===== src/sv/c8core_pkg.sv =====
`timescale 1ns / 1ps
// ----------------------------------------------------------------------------
// c8core_pkg
// shared types, constants and the hex font for the instruction core
// ----------------------------------------------------------------------------
package c8core_pkg;

    localparam int MEM_DEPTH     = 4096;
    localparam int ADDR_W        = 12;
    localparam int SCREEN_W      = 64;
    localparam int SCREEN_H      = 32;
    localparam int ROW_W         = 6;
    localparam int STACK_DEPTH   = 16;
    localparam int SP_W          = 4;
    localparam int FONT_LEN      = 80;
    localparam logic [ADDR_W-1:0] PROGRAM_START = 12'h200;
    localparam logic [ADDR_W-1:0] FONT_BASE     = 12'h050;

    localparam logic [1:0] OP_WRITE = 2'd0;
    localparam logic [1:0] OP_EXEC  = 2'd1;
    localparam logic [1:0] OP_READ  = 2'd2;

    typedef struct packed {
        logic [1:0]  op;
        logic [11:0] mem_addr;
        logic [7:0]  mem_data;
        logic [5:0]  pixel_x;
        logic [4:0]  pixel_y;
    } in_word_t;

    typedef struct packed {
        logic [11:0] program_counter;
        logic [11:0] index_value;
        logic [15:0] executed_opcode;
        logic [7:0]  flag_value;
        logic        pixel_value;
        logic        unknown_opcode;
    } out_word_t;

    // controller -> datapath commands
    typedef struct packed {
        logic       load_in;     // capture input word
        logic [1:0] mem_rd_sel;  // 0 pc, 1 pc+1, 2 index+row, 3 init sweep
        logic       mem_wr;      // write from input word
        logic       font_wr;     // write one byte of the clear and font sweep
        logic       lat_hi;      // latch high opcode byte
        logic       lat_lo;      // latch low opcode byte
        logic       exec;        // execute non-draw instruction
        logic       draw_start;
        logic       draw_row;    // apply fetched sprite row
        logic       pix_rd;      // read pixel
        logic       clr_step;    // clear one display row
        logic       out_load;    // publish result word
        logic       non_exec;    // result for non-execute item
    } cmd_t;

    typedef struct packed {
        logic [1:0] op;
        logic       is_draw;
        logic       draw_done;
        logic       is_clear;
        logic       clr_done;
        logic       init_done;
    } stat_t;

    function automatic logic [7:0] font_byte(input logic [6:0] i);
        logic [7:0] f [0:FONT_LEN-1];
        f = '{8'hF0,8'h90,8'h90,8'h90,8'hF0,8'h20,8'h60,8'h20,8'h20,8'h70,
              8'hF0,8'h10,8'hF0,8'h80,8'hF0,8'hF0,8'h10,8'hF0,8'h10,8'hF0,
              8'h90,8'h90,8'hF0,8'h10,8'h10,8'hF0,8'h80,8'hF0,8'h10,8'hF0,
              8'hF0,8'h80,8'hF0,8'h90,8'hF0,8'hF0,8'h10,8'h20,8'h40,8'h40,
              8'hF0,8'h90,8'hF0,8'h90,8'hF0,8'hF0,8'h90,8'hF0,8'h10,8'hF0,
              8'hF0,8'h90,8'hF0,8'h90,8'h90,8'hE0,8'h90,8'hE0,8'h90,8'hE0,
              8'hF0,8'h80,8'h80,8'h80,8'hF0,8'hE0,8'h90,8'h90,8'h90,8'hE0,
              8'hF0,8'h80,8'hF0,8'h80,8'hF0,8'hF0,8'h80,8'hF0,8'h80,8'h80};
        return (i < 7'(FONT_LEN)) ? f[i] : 8'h00;
    endfunction

endpackage


===== src/sv/c8core_ctrl.sv =====
`timescale 1ns / 1ps
// ----------------------------------------------------------------------------
// c8core_ctrl
// sequencer for init sweep, load, fetch, execute, clear, draw and pixel read
// ----------------------------------------------------------------------------
module c8core_ctrl (
    input  logic              clk,
    input  logic              rst_n,
    input  logic              in_valid,
    output logic              in_stall,
    output logic              out_valid,
    input  logic              out_stall,
    input  c8core_pkg::stat_t stat,
    output c8core_pkg::cmd_t  cmd
);
    import c8core_pkg::*;

    localparam logic [3:0] S_INIT  = 4'd0;
    localparam logic [3:0] S_IDLE  = 4'd1;
    localparam logic [3:0] S_DISP  = 4'd2;
    localparam logic [3:0] S_F1    = 4'd3;
    localparam logic [3:0] S_F2    = 4'd4;
    localparam logic [3:0] S_F3    = 4'd5;
    localparam logic [3:0] S_EXEC  = 4'd6;
    localparam logic [3:0] S_CLR   = 4'd7;
    localparam logic [3:0] S_DRAW  = 4'd8;
    localparam logic [3:0] S_DRD   = 4'd9;
    localparam logic [3:0] S_DROW  = 4'd10;
    localparam logic [3:0] S_DONE  = 4'd11;

    logic [3:0] state_reg, state_next;
    logic       ov_reg, ov_next;
    logic       nonex_reg, nonex_next;

    assign out_valid = ov_reg;
    assign in_stall  = (state_reg != S_IDLE);

    always_comb
    begin
        state_next = state_reg;
        ov_next    = ov_reg & out_stall;
        nonex_next = nonex_reg;
        cmd        = '0;
        cmd.mem_rd_sel = 2'd0;
        unique case (state_reg)
            S_INIT:
            begin
                cmd.font_wr    = 1'b1;
                cmd.mem_rd_sel = 2'd3;
                if (stat.init_done) state_next = S_IDLE;
            end
            S_IDLE:
                if (in_valid)
                begin
                    cmd.load_in = 1'b1;
                    state_next  = S_DISP;
                end
            S_DISP:
            begin
                nonex_next = (stat.op != OP_EXEC);
                if (stat.op == OP_WRITE)
                begin
                    cmd.mem_wr = 1'b1;
                    state_next = S_DONE;
                end
                else if (stat.op == OP_EXEC)
                begin
                    state_next = S_F1;
                end
                else
                begin
                    state_next = S_DONE;
                end
            end
            S_F1:
            begin
                cmd.mem_rd_sel = 2'd0;
                state_next = S_F2;
            end
            S_F2:
            begin
                cmd.lat_hi     = 1'b1;
                cmd.mem_rd_sel = 2'd1;
                state_next = S_F3;
            end
            S_F3:
            begin
                cmd.lat_lo = 1'b1;
                state_next = S_EXEC;
            end
            S_EXEC:
                if (stat.is_clear) state_next = S_CLR;
                else if (stat.is_draw)
                begin
                    cmd.draw_start = 1'b1;
                    state_next     = S_DRAW;
                end
                else
                begin
                    cmd.exec   = 1'b1;
                    state_next = S_DONE;
                end
            S_CLR:
            begin
                cmd.clr_step = 1'b1;
                if (stat.clr_done)
                begin
                    cmd.exec   = 1'b1;
                    state_next = S_DONE;
                end
            end
            S_DRAW:
            begin
                cmd.mem_rd_sel = 2'd2;
                state_next = stat.draw_done ? S_DONE : S_DRD;
            end
            S_DRD:
            begin
                cmd.mem_rd_sel = 2'd2;
                state_next = S_DROW;
            end
            S_DROW:
            begin
                cmd.mem_rd_sel = 2'd2;
                cmd.draw_row   = 1'b1;
                state_next     = S_DRAW;
            end
            S_DONE:
                // hold while the previous result is still stalled
                if (!ov_reg || !out_stall)
                begin
                    cmd.out_load = 1'b1;
                    cmd.non_exec = nonex_reg;
                    cmd.pix_rd   = (stat.op == OP_READ);
                    ov_next      = 1'b1;
                    state_next   = S_IDLE;
                end
            default: state_next = S_IDLE;
        endcase
    end

    always_ff @(posedge clk or negedge rst_n)
    begin
        if (!rst_n)
        begin
            state_reg <= S_INIT;
            ov_reg    <= 1'b0;
            nonex_reg <= 1'b0;
        end
        else
        begin
            state_reg <= state_next;
            ov_reg    <= ov_next;
            nonex_reg <= nonex_next;
        end
    end
endmodule


===== config.mk =====
export PLATFORM = sky130hd
export DESIGN_NAME = c8core_ctrl
export DESIGN_NICKNAME = d
export VERILOG_FILES = /design/src/sv/c8core_pkg.sv /design/src/sv/c8core_ctrl.sv
export SDC_FILE = /design/constraint.sdc
export NUM_CORES = 1
export LEC_CHECK = 0
export BUFFER_PORTS_ARGS = -buffer_cell sky130_fd_sc_hd__buf_2
export CAP_MARGIN = 0
export CORE_AREA = 2 2 39 41
export CTS_CLUSTER_SIZE = 40
export DETAILED_ROUTE_END_ITERATION = 10
export DIE_AREA = 0 0 41 43
export HOLD_SLACK_MARGIN = 0.06
export PLACE_DENSITY = 0.79
export SLEW_MARGIN = 20
export SYNTH_ARGS = -nofsm -noshare
export SYNTH_HDL_FRONTEND = slang
export SYNTH_SLANG_ARGS = --single-unit

===== constraint.sdc =====
create_clock -name clk -period 2.4 [get_ports clk]
set_clock_uncertainty 0.15 [all_clocks]
set_input_delay 0.48 -clock clk [delete_from_list [all_inputs] [get_ports clk]]
set_output_delay 0.48 -clock clk [all_outputs]
set_load 0.05 [all_outputs]

==> reports/metrics.cfg, run 1 <==
[logic_synthesis]
syn_inst = 71
ys_types = 34
ys_seq_area_share_pct = 26.7
synth_seq_cells = 6
synth_nets = 82
yosysWarnings = 0
syn_avg_cell_area_sq_um = 7.91
synth_area_sq_um = 562

[setup_path]
required_ns = 1.77
r2r_slack_ns = 0.72
critPathArrivalTime_ns = 1.61
worst_setup_path_end_kind = primary output
crit_path_max_incr_delay_ns = 0.48
timing.rr.end = state_reg[3]$_DFFE_PN0P_
path_max_fanout = 12
crit_path_start_kind = flip-flop
startpoint = state_reg[2]$_DFFE_PN0P_
r2r-start = state_reg[0]$_DFFE_PN0P_
critical-path-slowest-cell = dfrtp_2
path_class = flip-flop to primary output
crit_end = cmd[3]
worstPathCellList = nand4b_1 -> a21oi_4 -> and3b_1 -> buf_2
worstRegToRegCells = 4

[timing]
timing.final.crit_period_ns = 2.24
tightest_slew_ns = 0.270
max_slew_margin_pct = 82.0
setup_ws_ns = 0.163
setup-violations-final = 0
rsz0062_at_grt = false
finalCritPeriodShare_pct = 93.2
drv_slew = 0
maxClockFrequency_ghz = 0.447
hold_viol = 0

[power]
internal_power_uw = 489
switching_share_pct = 57.1
comb_power_share_pct = 72.6
p_leak_nw = 0.377
p_per_area_nw_per_um2 = 1500
max-vdd-ir-drop_uv = 657
pwr-share-clk_pct = 8.1
power_frac_seq_pct = 19.3
power_switching_uw = 651

[clock_network]
post_cts_buffers = 0
ctsHtreeMaxLevel = 1
cts_sinks = 6
path_clk_slew_ns = 0.05
clock_latency_ns = 0.25
clockBufferDepth = 2
cts_buffers = 3
cts_root_buffer = clkbuf_4
cts_tree = built

[placement]
place_congestion = 0.877
dp_cells = 110
place_hpwl_microns = 1060
place_area_sq_um = 724
portBuffers = 26
post-place-ws_ns = 0.342

[grt]
grt_use_total_pct = 17.0
grt_max_degree = 16
grt_pass1_wl_microns = 2090
overflow = 0
grt_pass1_vias = 525
antenna_found_initial = 0

[status]
status = completed

[floorplanning]
die_area_sq_um = 1760
initial_core_util_pct = 40.6
io_pins = 27
die_y_microns = 43
core-area_sq_um = 1380
fp.dieW_microns = 41
row_count = 14

[routing]
via_per_inst = 5.45
vias = 621
ant_nets = 0
drt_first_pass_iters = 4
drtIter0Drc = 13
drc = 0
wl_per_cell_microns = 12.0
totalWireLength_microns = 1360

[final_layout]
layout-drive-gt1-share_pct = 42.9
n_antenna_cell = 0
final_common_cell = buf_2
largest_reg_flops = 4
stdcell_count = 114
synthToLayoutAreaGrowth_pct = 35.0
design_area_sq_um = 758
final_cell_mix = buf_2 (26), nor2_1 (8), a21oi_1 (6)
fill_cells = 152
final_nets = 111

[flow_run]
drv_cap = 0

[min_path]
hold_path.class = input pin to flip-flop

[power groups by stage]
stage               sequential [mW]  combinational [mW]  clock [mW]
finish                        0.219               0.828      0.0924
global route                  0.228               0.895       0.106
CTS                           0.217               0.831      0.0972
detailed placement            0.218               0.827           0
global placement              0.214               0.817           0
floorplan                     0.193               0.713           0
[cell usage after synthesis]
| cell | count | area share, % |
|---|---|---|
| or3_1 | 1 | 1.1 |
| a21oi_2 | 1 | 1.6 |
| and3b_1 | 1 | 1.6 |
| buf_4 | 1 | 1.3 |
| nor3b_2 | 1 | 2.2 |
| or2_1 | 1 | 1.1 |
| nor2b_1 | 3 | 3.3 |
| and3_1 | 1 | 1.1 |
| buf_6 | 1 | 2.0 |
| nor2_1 | 8 | 5.3 |
| dfrtp_1 | 6 | 27 |
| nand2b_4 | 1 | 2.4 |
| o21ai_1 | 2 | 1.8 |
| inv_1 | 2 | 1.3 |
| a22oi_1 | 1 | 1.3 |
| mux2_1 | 1 | 2.0 |
| a22o_1 | 1 | 1.6 |
| a2bb2oi_1 | 1 | 1.6 |
| buf_2 | 4 | 3.6 |
| nor4_1 | 1 | 1.1 |
| a21o_1 | 1 | 1.3 |
| o41ai_2 | 1 | 2.9 |
| nand2b_1 | 4 | 4.5 |
| a21oi_1 | 6 | 5.3 |
| nand4b_1 | 1 | 1.6 |
| o21bai_1 | 1 | 1.3 |
| nand2_1 | 5 | 3.3 |
| o22ai_1 | 1 | 1.1 |
| a211oi_2 | 1 | 2.2 |
| nor3b_1 | 2 | 2.7 |
| nor3_1 | 6 | 5.3 |
| a211o_1 | 1 | 1.6 |
| a31o_1 | 1 | 1.6 |
| and2_1 | 1 | 1.1 |
[per-stage QoR]
stage                     TNS (ns)  hold slack [ns]  power, mW  utilization (%)
after floorplan            -0.0254           0.0344      0.906                -
after global placement           0            0.152       1.03             52.4
after global routing             0            0.333       1.23             54.8
after CTS                        0            0.331       1.14             54.7
final                            0            0.339       1.14             54.8
after detailed placement         0            0.158       1.05             52.4
[worst min-delay path by stage]
stage               startpoint                        to  slack [ns]  cells after the start
global route           stat[0]  state_reg[0]$_DFFE_PN0P_        0.33                      3
finish                 stat[0]  state_reg[0]$_DFFE_PN0P_        0.34                      3
CTS                    stat[0]  state_reg[0]$_DFFE_PN0P_        0.33                      3
global placement         rst_n       out_valid$_DFF_PN0_        0.15                      1
detailed placement       rst_n       out_valid$_DFF_PN0_        0.16                      1
floorplan                rst_n     nonex_reg$_DFFE_PN0P_        0.03                      0
[metal layers]
layer / track usage [%] / wire length, microns / up-vias
met3: 6.28 / 86 / 0
met4: 2.00 / 0 / 0
met1: 19.2 / 569 / 297
met2: 29.7 / 707 / 19
li1: - / - / 305
met5: 0 / 0 / -
[worst max-delay path: cells and delay by family, from the launching register on]
| kind | cells | cell delay, ns |
|---|---|---|
| buffers and inverters | 1 | 0.25 |
| AO/OA/AOI/OAI | 1 | 0.18 |
| AND/OR/NAND/NOR | 2 | 0.46 |
| flip-flops | 1 | 0.48 |
[cells by family after synthesis]
logic type      synth area share [%]
mux                             2.00
buf+inv                         8.24
simple gates                    37.9
compound gates                  25.2
flops                           26.7
[cell type report]
cell class                      count  area (sq um)  share of cell area [%]
Sequential cell                     6           151                    20.0
Inverter                            2          7.51                   0.990
Clock buffer                        3          22.5                    2.97
Timing Repair Buffer               30           163                    21.5
Multi-Input combinational cell     57           394                    52.0
Tap cell                           16          20.0                    2.64
[repair_timing]
action                     CTS  global route
resized for setup            0             1
hold buffers                 1             0
setup endpoints to repair    0             1
hold endpoints to repair     6             0
(Power assumes the default switching activity.)
==> inputs of run 2 (changes only) <==
- clock period: 2.4 -> 2.75 ns (I/O delays scaled with it)
==> run 2 against run 1 <==
  * Worst hold slack improved by 0.012 ns
  * Non-clock buffer count fell by 3
  * Sequential share of layout area increased by 0.98 points
==> reports/metrics.cfg, run 2 (same netlist as run 1, synthesis figures left out) <==
[clock_network]
cts_buffers = 3
path_clk_slew_ns = 0.04
cts_sinks = 6
clock_latency_ns = 0.24
cts_root_buffer = clkbuf_4
cts_tree = built
ctsHtreeMaxLevel = 1
clockBufferDepth = 2

[placement]
place_hpwl_microns = 961
place_congestion = 0.796
dp_cells = 107
post-place-ws_ns = 0.580
portBuffers = 26

[routing]
top_layer = met4
drt_first_pass_iters = 4
totalWireLength_microns = 1230
ant_nets = 0
via_per_inst = 5.34
dr_wl_met2_microns = 628
drc = 0
wl_met3_microns = 35
drtIter0Drc = 3
wl_per_cell_microns = 11.1
drt-met1-wl_microns = 529
vias = 593

[timing]
hold_viol = 0
setup_ws_ns = 0.319
tightest_slew_ns = 0.507
timing.final.crit_period_ns = 2.43
hold_slack_ns = 0.351
finalCritPeriodShare_pct = 88.4
maxClockFrequency_ghz = 0.411
setup-violations-final = 0
drv_slew = 0
max_slew_margin_pct = 66.2
rsz0062_at_grt = false
finalSetupTns_ns = 0

[grt]
grt_pass1_vias = 508
grt_max_degree = 19
antenna_found_initial = 0
grt_use_total_pct = 16.8
grt_pass1_wl_microns = 2010
overflow = 0

[final_layout]
largest_reg_flops = 4
synthToLayoutAreaGrowth_pct = 27.6
layout-drive-gt1-share_pct = 37.9
final_cell_mix = buf_2 (26), nor2_1 (8), nor3_1 (6), a21oi_1 (6), dfrtp_1 (6)
final_nets = 108
seqCellArea_sq_um = 150
multi_input_area_sq_um = 377
fill_cells = 137
final_common_cell = buf_2
stdcell_count = 111
n_antenna_cell = 0

[power]
total_power_uw = 944
p_per_area_nw_per_um2 = 1320
p_leak_nw = 0.360
max-vdd-ir-drop_uv = 534

[floorplanning]
io_pins = 27
die_y_microns = 43
fp.dieW_microns = 41
row_count = 14
core-area_sq_um = 1380
die_area_sq_um = 1760
initial_core_util_pct = 40.6

[setup_path]
path_max_fanout = 18
crit_path_start_kind = flip-flop
critPathArrivalTime_ns = 1.73
worst_setup_path_end_kind = primary output
required_ns = 2.05
path_class = flip-flop to primary output

[status]
status = completed

[min_path]
hold_path.class = flip-flop to flip-flop

[flow_run]
drv_cap = 0

==> run 2: what timing repair did <==
| item | 4_1_cts | 5_1_grt |
|---|---|---|
| endpoints found under the hold margin | 6 | 0 |
| setup buffers | 0 | 0 |
| resized for setup | 0 | 0 |
| hold buffers | 1 | 0 |
==> run 2: cell type report <==
type	instances	share of cell area (%)
Multi-Input combinational cell	57	52.5
Sequential cell	6	20.9
Timing Repair Buffer	27	19.5
Clock buffer	3	3.14
Tap cell	16	2.79
Inverter	2	1.05
==> run 2: path summary, 6_finish.rpt <==
check | startpoint | to | slack, ns | cells past startpoint
setup / recovery | state_reg[0]$_DFFE_PN0P_ | cmd[3] | 0.32 | 4
hold / removal | nonex_reg$_DFFE_PN0P_ | nonex_reg$_DFFE_PN0P_ | 0.35 | 1
setup reg to reg | state_reg[0]$_DFFE_PN0P_ | state_reg[3]$_DFFE_PN0P_ | 1.02 | 3
hold reg to reg | nonex_reg$_DFFE_PN0P_ | nonex_reg$_DFFE_PN0P_ | 0.35 | 1
max in group asynchronous | rst_n | state_reg[1]$_DFFE_PN0P_ | 1.82 | 2
min in group asynchronous | rst_n | state_reg[3]$_DFFE_PN0P_ | 0.50 | 2
==> run 2: worst max-delay path: stages, from the launching register on <==
cell and delay (ns):
dfrtp_1 0.65, nand4b_1 0.24, a21oi_2 0.18, and3b_1 0.16, buf_2 0.25
==> run 2: power breakdown <==
group          total (mW)  switching [mW]  internal (mW)
Clock              0.0758          0.0268         0.0490
Combinational       0.632           0.412          0.220
Sequential          0.236           0.109          0.127
==> run 2: metrics by stage <==
stage / utilization, % / instance area [sq um]
finish: 51.8 / 717
global route: 51.8 / 717
CTS: 51.8 / 717
detailed placement: 49.5 / 684
global placement: 49.5 / 684
floorplan: - / 573
==> run 2: metal layers <==
layer | up-vias | GRT usage [%]
met2 | 15 | 22.8
met3 | 4 | 1.57
met4 | 0 | 12.7
met5 | - | 0
met1 | 269 | 23.5
li1 | 305 | -
